==> src/rtl/phcd_pkg.sv <==
// ----------------------------------------------------------------------------
// phcd_pkg
// Shared types and constants of the pipe-hex content decoder.
// ----------------------------------------------------------------------------
package phcd_pkg;

    localparam int MAX_CHARS_DEF   = 511;
    localparam int QUEUE_DEPTH_DEF = 2;
    localparam int CNT_W           = 10;

    localparam logic [1:0] ERR_NONE   = 2'd0;
    localparam logic [1:0] ERR_SPACE  = 2'd1;
    localparam logic [1:0] ERR_BADHEX = 2'd2;
    localparam logic [1:0] ERR_ENDED  = 2'd3;

    // classified character as handed from front to back
    typedef struct packed {
        logic [7:0] ch;
        logic       eos;
        logic       is_pipe;
        logic       is_space;
        logic       is_hex;
        logic [3:0] nibble;
    } phcd_class_t;

    localparam int CLASS_W = $bits(phcd_class_t);

endpackage

==> src/rtl/pipe_hex_content_decoder.sv <==
// ----------------------------------------------------------------------------
// pipe_hex_content_decoder
// Decodes a content string with |xx xx| hex sections, one character per item.
// ----------------------------------------------------------------------------
// Input channel s_*: one character per transfer, s_end_of_string on the last
// character of a string. Result channel m_*: exactly one result per input
// character, in order; m_has_byte flags a produced byte, m_error_code holds
// the latched error, m_done_res marks the result of the last character.
// Throughput is one character per cycle while m_ready is high: the classifier
// register, a short queue (QUEUE_DEPTH entries) and the decode/result register
// each take or give one transfer per cycle. An input character passes the
// classifier register, the queue and the result register to reach m_valid.
// Parse state carries over between characters through the decode stage only.
// When m_ready is low the result register holds, the queue fills and then
// s_ready drops; nothing is lost. After the last character of a string the
// parse state returns to copy mode with the error cleared.
// aresetn (synchronous, active low) empties all stages and clears the parse
// state; no clearing pass is needed.
// ----------------------------------------------------------------------------
module pipe_hex_content_decoder #(
    parameter int MAX_CHARS   = phcd_pkg::MAX_CHARS_DEF,
    parameter int QUEUE_DEPTH = phcd_pkg::QUEUE_DEPTH_DEF
) (
    input  logic       aclk,
    input  logic       aresetn,
    input  logic       s_valid,
    output logic       s_ready,
    input  logic [7:0] s_in_char,
    input  logic       s_end_of_string,
    output logic       m_valid,
    input  logic       m_ready,
    output logic       m_has_byte,
    output logic [7:0] m_out_byte,
    output logic [1:0] m_error_code,
    output logic       m_done_res
);
    import phcd_pkg::*;

    logic         f_valid;
    logic         f_ready;
    phcd_class_t  f_data;
    logic         q_valid;
    logic         q_ready;
    logic [CLASS_W-1:0] q_data;
    phcd_class_t  q_class;

    phcd_front u_front (
        .aclk            (aclk),
        .aresetn         (aresetn),
        .s_valid         (s_valid),
        .s_ready         (s_ready),
        .s_in_char       (s_in_char),
        .s_end_of_string (s_end_of_string),
        .push_valid      (f_valid),
        .push_ready      (f_ready),
        .push_data       (f_data)
    );

    phcd_queue #(
        .WIDTH (CLASS_W),
        .DEPTH (QUEUE_DEPTH)
    ) u_queue (
        .aclk       (aclk),
        .aresetn    (aresetn),
        .push_valid (f_valid),
        .push_ready (f_ready),
        .push_data  (f_data),
        .pop_valid  (q_valid),
        .pop_ready  (q_ready),
        .pop_data   (q_data)
    );

    assign q_class = q_data;

    phcd_back #(
        .MAX_CHARS (MAX_CHARS)
    ) u_back (
        .aclk         (aclk),
        .aresetn      (aresetn),
        .pop_valid    (q_valid),
        .pop_ready    (q_ready),
        .pop_data     (q_class),
        .m_valid      (m_valid),
        .m_ready      (m_ready),
        .m_has_byte   (m_has_byte),
        .m_out_byte   (m_out_byte),
        .m_error_code (m_error_code),
        .m_done_res   (m_done_res)
    );

`ifndef SYNTH
    // a produced byte never comes with an error
    assert property (@(posedge aclk) disable iff (!aresetn)
        m_valid && m_has_byte |-> m_error_code == ERR_NONE)
        else $error("byte produced while error latched");

    // zero bytes are dropped
    assert property (@(posedge aclk) disable iff (!aresetn)
        m_valid && m_has_byte |-> m_out_byte != 8'h00)
        else $error("zero byte produced");

    // no byte means a zero byte field
    assert property (@(posedge aclk) disable iff (!aresetn)
        m_valid && !m_has_byte |-> m_out_byte == 8'h00)
        else $error("stale byte on empty result");

    // result holds while the receiver stalls
    assert property (@(posedge aclk) disable iff (!aresetn)
        m_valid && !m_ready
        |=> m_valid && $stable({m_has_byte, m_out_byte, m_error_code, m_done_res}))
        else $error("result changed while stalled");
`endif

endmodule

==> src/rtl/phcd_front.sv <==
// ----------------------------------------------------------------------------
// phcd_front
// Input stage: registers each character together with its classification.
// ----------------------------------------------------------------------------
module phcd_front (
    input  logic                 aclk,
    input  logic                 aresetn,
    input  logic                 s_valid,
    output logic                 s_ready,
    input  logic [7:0]           s_in_char,
    input  logic                 s_end_of_string,
    output logic                 push_valid,
    input  logic                 push_ready,
    output phcd_pkg::phcd_class_t push_data
);
    import phcd_pkg::*;

    localparam logic [7:0] CH_PIPE  = 8'h7C;
    localparam logic [7:0] CH_SPACE = 8'h20;

    logic         valid_reg;
    phcd_class_t  class_reg;
    phcd_class_t  class_next;

    always_comb begin
        class_next          = '0;
        class_next.ch       = s_in_char;
        class_next.eos      = s_end_of_string;
        class_next.is_pipe  = (s_in_char == CH_PIPE);
        class_next.is_space = (s_in_char == CH_SPACE);
        if (s_in_char >= 8'h30 && s_in_char <= 8'h39) begin
            class_next.is_hex = 1'b1;
            class_next.nibble = 4'(s_in_char - 8'h30);
        end else if (s_in_char >= 8'h41 && s_in_char <= 8'h46) begin
            class_next.is_hex = 1'b1;
            class_next.nibble = 4'(s_in_char - 8'h37);
        end else if (s_in_char >= 8'h61 && s_in_char <= 8'h66) begin
            class_next.is_hex = 1'b1;
            class_next.nibble = 4'(s_in_char - 8'h57);
        end
    end

    assign s_ready    = !valid_reg || push_ready;
    assign push_valid = valid_reg;
    assign push_data  = class_reg;

    always_ff @(posedge aclk) begin
        if (!aresetn) begin
            valid_reg <= 1'b0;
        end else if (s_ready) begin
            valid_reg <= s_valid;
        end
        if (s_ready && s_valid) begin
            class_reg <= class_next;
        end
    end

endmodule

==> src/rtl/phcd_queue.sv <==
// ----------------------------------------------------------------------------
// phcd_queue
// Short register queue between the classifier and the decode stage.
// ----------------------------------------------------------------------------
module phcd_queue #(
    parameter int WIDTH = 16,
    parameter int DEPTH = 2
) (
    input  logic             aclk,
    input  logic             aresetn,
    input  logic             push_valid,
    output logic             push_ready,
    input  logic [WIDTH-1:0] push_data,
    output logic             pop_valid,
    input  logic             pop_ready,
    output logic [WIDTH-1:0] pop_data
);
    localparam int PTR_W = (DEPTH > 1) ? $clog2(DEPTH) : 1;
    localparam int CNT_QW = $clog2(DEPTH + 1);
    localparam logic [PTR_W-1:0] LAST_PTR = PTR_W'(DEPTH - 1);
    localparam logic [CNT_QW-1:0] FULL_CNT = CNT_QW'(DEPTH);

    logic [WIDTH-1:0]  mem_reg [DEPTH];
    logic [PTR_W-1:0]  wr_ptr_reg, wr_ptr_next;
    logic [PTR_W-1:0]  rd_ptr_reg, rd_ptr_next;
    logic [CNT_QW-1:0] cnt_reg, cnt_next;
    logic              do_push;
    logic              do_pop;

    assign push_ready = (cnt_reg != FULL_CNT);
    assign pop_valid  = (cnt_reg != '0);
    assign pop_data   = mem_reg[rd_ptr_reg];
    assign do_push    = push_valid && push_ready;
    assign do_pop     = pop_valid && pop_ready;

    always_comb begin
        wr_ptr_next = wr_ptr_reg;
        rd_ptr_next = rd_ptr_reg;
        cnt_next    = cnt_reg;
        if (do_push) begin
            wr_ptr_next = (wr_ptr_reg == LAST_PTR) ? '0 : wr_ptr_reg + 1'b1;
        end
        if (do_pop) begin
            rd_ptr_next = (rd_ptr_reg == LAST_PTR) ? '0 : rd_ptr_reg + 1'b1;
        end
        if (do_push && !do_pop) begin
            cnt_next = cnt_reg + 1'b1;
        end else if (!do_push && do_pop) begin
            cnt_next = cnt_reg - 1'b1;
        end
    end

    always_ff @(posedge aclk) begin
        if (!aresetn) begin
            wr_ptr_reg <= '0;
            rd_ptr_reg <= '0;
            cnt_reg    <= '0;
        end else begin
            wr_ptr_reg <= wr_ptr_next;
            rd_ptr_reg <= rd_ptr_next;
            cnt_reg    <= cnt_next;
        end
        if (do_push) begin
            mem_reg[wr_ptr_reg] <= push_data;
        end
    end

endmodule

==> src/rtl/phcd_back.sv <==
// ----------------------------------------------------------------------------
// phcd_back
// Decode stage: pipe/hex parse state, error latch, length limit and the
// result register.
// ----------------------------------------------------------------------------
module phcd_back #(
    parameter int MAX_CHARS = phcd_pkg::MAX_CHARS_DEF
) (
    input  logic                  aclk,
    input  logic                  aresetn,
    input  logic                  pop_valid,
    output logic                  pop_ready,
    input  phcd_pkg::phcd_class_t pop_data,
    output logic                  m_valid,
    input  logic                  m_ready,
    output logic                  m_has_byte,
    output logic [7:0]            m_out_byte,
    output logic [1:0]            m_error_code,
    output logic                  m_done_res
);
    import phcd_pkg::*;

    typedef enum logic [1:0] {
        MODE_COPY,
        MODE_HIGH,
        MODE_LOW,
        MODE_AFTER
    } mode_t;

    localparam logic [CNT_W-1:0] MAX_CNT = CNT_W'(MAX_CHARS);

    mode_t            mode_reg, mode_next, mode_step;
    logic [3:0]       nib_reg, nib_next;
    logic [1:0]       hfault_reg, hfault_next;
    logic [1:0]       err_reg, err_next;
    logic [CNT_W-1:0] cnt_reg, cnt_next;

    logic             valid_reg;
    logic             has_reg, has_next;
    logic [7:0]       byte_reg, byte_next;
    logic [1:0]       code_reg;
    logic             done_reg;

    logic             take;
    logic             active;

    assign pop_ready = !valid_reg || m_ready;
    assign take      = pop_valid && pop_ready;
    assign active    = (err_reg == ERR_NONE) && (cnt_reg < MAX_CNT);

    always_comb begin
        mode_step   = mode_reg;
        nib_next    = nib_reg;
        hfault_next = hfault_reg;
        err_next    = err_reg;
        cnt_next    = cnt_reg;
        has_next    = 1'b0;
        byte_next   = '0;
        if (active) begin
            cnt_next = cnt_reg + 1'b1;
            case (mode_reg)
                MODE_COPY: begin
                    if (pop_data.is_pipe) begin
                        mode_step = MODE_HIGH;
                    end else if (pop_data.ch != '0) begin
                        has_next  = 1'b1;
                        byte_next = pop_data.ch;
                    end
                end
                MODE_HIGH: begin
                    if (pop_data.is_space) begin
                        hfault_next = ERR_SPACE;
                    end else if (!pop_data.is_hex) begin
                        hfault_next = ERR_BADHEX;
                    end else begin
                        hfault_next = ERR_NONE;
                    end
                    nib_next  = pop_data.nibble;
                    mode_step = MODE_LOW;
                end
                MODE_LOW: begin
                    if (hfault_reg == ERR_SPACE || pop_data.is_space) begin
                        err_next = ERR_SPACE;
                    end else if (hfault_reg == ERR_BADHEX || !pop_data.is_hex) begin
                        err_next = ERR_BADHEX;
                    end else if ({nib_reg, pop_data.nibble} != '0) begin
                        has_next  = 1'b1;
                        byte_next = {nib_reg, pop_data.nibble};
                    end
                    mode_step = MODE_AFTER;
                end
                MODE_AFTER: begin
                    mode_step = pop_data.is_pipe ? MODE_COPY : MODE_HIGH;
                end
                default: begin
                    mode_step = MODE_COPY;
                end
            endcase
        end
        mode_next = mode_step;
        // end of string inside hex mode
        if (pop_data.eos && err_next == ERR_NONE) begin
            if (mode_step == MODE_LOW) begin
                err_next = (hfault_next != ERR_NONE) ? hfault_next : ERR_ENDED;
            end else if (mode_step == MODE_HIGH) begin
                err_next = ERR_ENDED;
            end
        end
    end

    always_ff @(posedge aclk) begin
        if (!aresetn) begin
            valid_reg  <= 1'b0;
            mode_reg   <= MODE_COPY;
            nib_reg    <= '0;
            hfault_reg <= ERR_NONE;
            err_reg    <= ERR_NONE;
            cnt_reg    <= '0;
        end else begin
            if (pop_ready) begin
                valid_reg <= pop_valid;
            end
            if (take) begin
                if (pop_data.eos) begin
                    mode_reg   <= MODE_COPY;
                    nib_reg    <= '0;
                    hfault_reg <= ERR_NONE;
                    err_reg    <= ERR_NONE;
                    cnt_reg    <= '0;
                end else begin
                    mode_reg   <= mode_next;
                    nib_reg    <= nib_next;
                    hfault_reg <= hfault_next;
                    err_reg    <= err_next;
                    cnt_reg    <= cnt_next;
                end
            end
        end
        if (take) begin
            has_reg  <= has_next;
            byte_reg <= byte_next;
            code_reg <= err_next;
            done_reg <= pop_data.eos;
        end
    end

    assign m_valid      = valid_reg;
    assign m_has_byte   = has_reg;
    assign m_out_byte   = byte_reg;
    assign m_error_code = code_reg;
    assign m_done_res   = done_reg;

endmodule

==> config.mk <==
export PLATFORM = sky130hd
export DESIGN_NAME = pipe_hex_content_decoder
export DESIGN_NICKNAME = d
export VERILOG_FILES = /design/src/rtl/phcd_pkg.sv /design/src/rtl/pipe_hex_content_decoder.sv /design/src/rtl/phcd_front.sv /design/src/rtl/phcd_queue.sv /design/src/rtl/phcd_back.sv
export SDC_FILE = /design/constraint.sdc
export NUM_CORES = 1
export LEC_CHECK = 0
export ABC_CLOCK_PERIOD_IN_PS = 2100
export BUFFER_PORTS_ARGS = -buffer_cell sky130_fd_sc_hd__buf_4
export CORE_ASPECT_RATIO = 1.75
export CORE_MARGIN = 4
export CORE_UTILIZATION = 40
export DETAILED_ROUTE_END_ITERATION = 8
export PLACE_DENSITY = 0.62
export SETUP_SLACK_MARGIN = 0.3
export SLEW_MARGIN = 20
export SYNTH_ARGS = -nofsm -noshare
export SYNTH_HDL_FRONTEND = slang
export SYNTH_SLANG_ARGS = --single-unit
==> constraint.sdc <==
create_clock -name aclk -period 2.1 [get_ports aclk]
set_input_delay 0.63 -clock aclk [delete_from_list [all_inputs] [get_ports aclk]]
set_output_delay 0.63 -clock aclk [all_outputs]
set_load 0.01 [all_outputs]
==> results.md <==
- CTS root buffer: clkbuf_16
- Netlist Area Pre-Place: 3830 sq um
- Synth Area in Compound Gates: 12.3%
- Max-slew violations: 0
- Net switching power figure: 1560 uW
- First-pass GRT wire length: 11.7 mm
- Cell Int Power: 3760 uW
- DP HPWL: 5.04 mm
- Post-CTS Hold Buffers: 0
- Placed Cells incl. Taps: 455
- CTS buffer count: 9
- Residual DRC: 0
- RSZ-0062 raised after global routing: true
- Power Density: 1100 nW/um^2
- Seq/Total Area, Yosys: 61.1%
- Post-Synth Simple-Gate Area: 12.6%
- Starting DRT DRC Count: 111
- Critical Path RT: 2.29 ns
- FF-to-FF Start: u_back.err_reg[1]
- Ys Warns: 0
- Antenna violations before repair: 0
- GPL Wtd Cong: 0.788
- CP Max Fanout: 3
- Syn nets: 327
- Worst vdd ir: 0.000473 V
- Die Y-Extent: 138 microns
- Post-synth EDFFs: 60
- Xor and xnor area share after synthesis: 1.60%
- Worst min-delay path category: register to register
- Vias: 2,485
- Crit path DAT: 2.17 ns
- Outcome: finished clean
- WS Path Type: register to register
- Yosys cell types: 59
- CTS tree: yes
- Worst Clk Skew: 0.00702 ns
- Switching Share: 29.2%
- Final Hold Vio Count: 0
- Final instance area: 4820 sq um
- Post-synth ARST share: 0%
- H-Tree Depth: 3
- Pin count of the biggest net entering global routing: 20
- Main combinational cell family by area after synthesis: simple AND/OR/NAND/NOR gates
- Area grow syn2layout: 25.7%
- Total power: 5320 uW
- Worst-path cell chain: or3_4 > a31oi_4 > mux2_4 > or4b_1 > o211ai_1
- Clock Path Buffers: 2
- Share of layout cells above drive strength 1: 31.0%
- Slew @ Worst Pin: 0.360 ns
- Area share of fa/ha/maj cells after synthesis: 3.20%
- DRT antenna net count: 0
- Setup TNS: 0 ns
- Leading cell type in the layout, fill and taps excluded: edfxtp_1
- Antenna cells: 0
- Core Region: 9410 sq um
- Worst Hold Launch: u_front.push_data[1]
- Post-Place Cell Area: 4280 sq um
- Main flop type after synthesis: edfxtp_1
- Most frequent cells in the layout: 60 x edfxtp_1, 50 x buf_4, 23 x dfxtp_1
- Final wirelength: 7.13 mm
- WHS Path Cells: 0
- R2R depth: 5
- Worst Setup End Kind: register
- Crit path buf inv count: 0
- Fin crit share: 94.6%
- Mux contribution to synthesized area: 6.30%
- Worst-path clk slew: 0.07 ns
- IO buf count: 26
- Worst setup SP type: register
- Row cnt: 47
- Vias in the first global route: 2,520
- Die Area: 11,300 sq um
- Routed WL per cell: 14.8 microns
- Leakage: 0.00174 uW
- Synth Instances: 305
- Slowest-stage cell, CP: or4b_1
- Worst Hold Path EP: u_queue.mem_reg[0][1]
- Slew HR: 75.3%
- Power share of the clock group: 30.9%
- Comb pwr share: 26.7%
- Max reg flops: 32
- Vias per inst: 5.14
- Sequential power share: 42.4%
- Initial core utilization: 40.7%
- IO Pins: 27
- Family with the most delay on the worst path: simple AND/OR/NAND/NOR gates
- Reg2reg setup slack: 0.11 ns
- Drt pass-1 iters: 4
- #FFs+latches synth: 87
- Clock sink count: 87
- Syn Area/Cell: 12.6 sq um
- Non-Filler Instances: 483
- R2r endpoint: u_back.m_error_code[1]
- Max-Cap Viols: 0
- Crit path largest cell delay: 0.47 ns
- Final min period: 1.99 ns
- Gr usage total: 13.7%
- Die width: 82.0 microns
- Filler cells: 821
- Clock latency on the worst-skew pair: 0.34 ns
- Grt ovf: 0
- # setup viols final: 0
- Highest clock rate: 0.504 GHz
- Final net count: 378
worst max path at each step:
stage | start | to | slack (ns) | cells after the start
after floorplan | u_back.cnt_reg[0] | u_back.m_error_code[1] | 0.04 | 7
after global placement | register | u_back.m_has_byte | 0.07 | 6
after detailed placement | s_in_char[4] | u_front.push_data[2] | 0.02 | 5
after CTS | u_back.cnt_reg[9] | u_back.m_error_code[1] | 0.12 | 5
after global routing | u_back.err_reg[1] | u_back.m_error_code[1] | 0.05 | 5
final | u_back.err_reg[1] | u_back.m_error_code[1] | 0.11 | 5
through the flow:
| step | util, % | hold slack, ns | setup WS [ns] |
|---|---|---|---|
| final | 51.2 | 0.445 | 0.114 |
| after global routing | 51.2 | 0.454 | 0.0484 |
| after CTS | 49.9 | 0.445 | 0.119 |
| after detailed placement | 45.5 | 0.430 | 0.0208 |
| after global placement | 45.5 | 0.423 | 0.0713 |
| after floorplan | - | 0.421 | 0.0376 |
synthesized netlist by cell type (all sizes together), types with 2 or more instances:
| master | count | area (sq um) |
|---|---|---|
| ha | 9 | 113 |
| nor2b | 10 | 62.6 |
| nand2 | 12 | 45.0 |
| a21boi | 5 | 37.5 |
| dfxtp | 27 | 541 |
| mux2 | 14 | 158 |
| o211ai | 2 | 15.0 |
| a31oi | 4 | 40.0 |
| nor4b | 2 | 17.5 |
| and4b | 2 | 20.0 |
| nand3b | 2 | 15.0 |
| o31ai | 2 | 15.0 |
| o21ai | 9 | 45.0 |
| o21a | 3 | 22.5 |
| nor2 | 24 | 90.1 |
| mux2i | 8 | 83.8 |
| and3 | 3 | 18.8 |
| a21oi | 9 | 45.0 |
| edfxtp | 60 | 1800 |
| or4 | 3 | 22.5 |
| xor2 | 2 | 17.5 |
| nor3 | 5 | 25.0 |
| o2111ai | 3 | 26.3 |
| buf | 6 | 28.8 |
| a22oi | 14 | 105 |
| or3 | 2 | 17.5 |
| nor4 | 3 | 18.8 |
| nand2b | 3 | 18.8 |
| nand4 | 2 | 12.5 |
| clkbuf | 6 | 23.8 |
| a31o | 2 | 17.5 |
| inv | 15 | 56.3 |
| xnor2 | 5 | 43.8 |
| nand3 | 3 | 15.0 |
| and2 | 8 | 50.1 |
| a211oi | 2 | 15.0 |
power by group through the flow:
stage / clock network [uW] / logic [uW] / registers (uW)
after floorplan: 0 / 833 / 2320
after global placement: 0 / 1290 / 2280
after detailed placement: 0 / 1300 / 2290
after CTS: 1680 / 1340 / 2260
after global routing: 1760 / 1570 / 2280
final: 1650 / 1420 / 2250
logic make-up after synthesis:
group,after synthesis
adders and majority gates,10
xor gates and xnor gates,7
muxes,22
and+or+nand+nor,88
buffers and inverters,27
DFF,87
AOI/OAI and AO/OA,64
metal layers:
metal | routed length [microns] | vias to the layer above | GRT usage, %
met5 | 0 | - | 0
met1 | 2690 | 1196 | 14.5
met2 | 4090 | 36 | 24.5
met4 | 139 | 0 | 6.38
li1 | - | 1245 | -
met3 | 213 | 8 | 3.60
timing repair:
action / CTS / global route
endpoints found under the setup margin: 18 / 26
gates cloned: 1 / 0
gates resized for setup: 11 / 18
buffers inserted: 8 / 3
pin swaps: 5 / 5
cell type report:
class                   instances  area [sq um]  share of cell area (%)
clock inverters                 7          85.1                    1.77
repair buffers                 52           395                    8.21
flip-flops and latches         87          2350                    48.9
clock buffers                   9           225                    4.68
inverters                      15          56.3                    1.17
multi-input cells             191          1550                    32.1
well taps                     122           153                    3.17
Note: power is estimated with default switching activity, not from simulation.
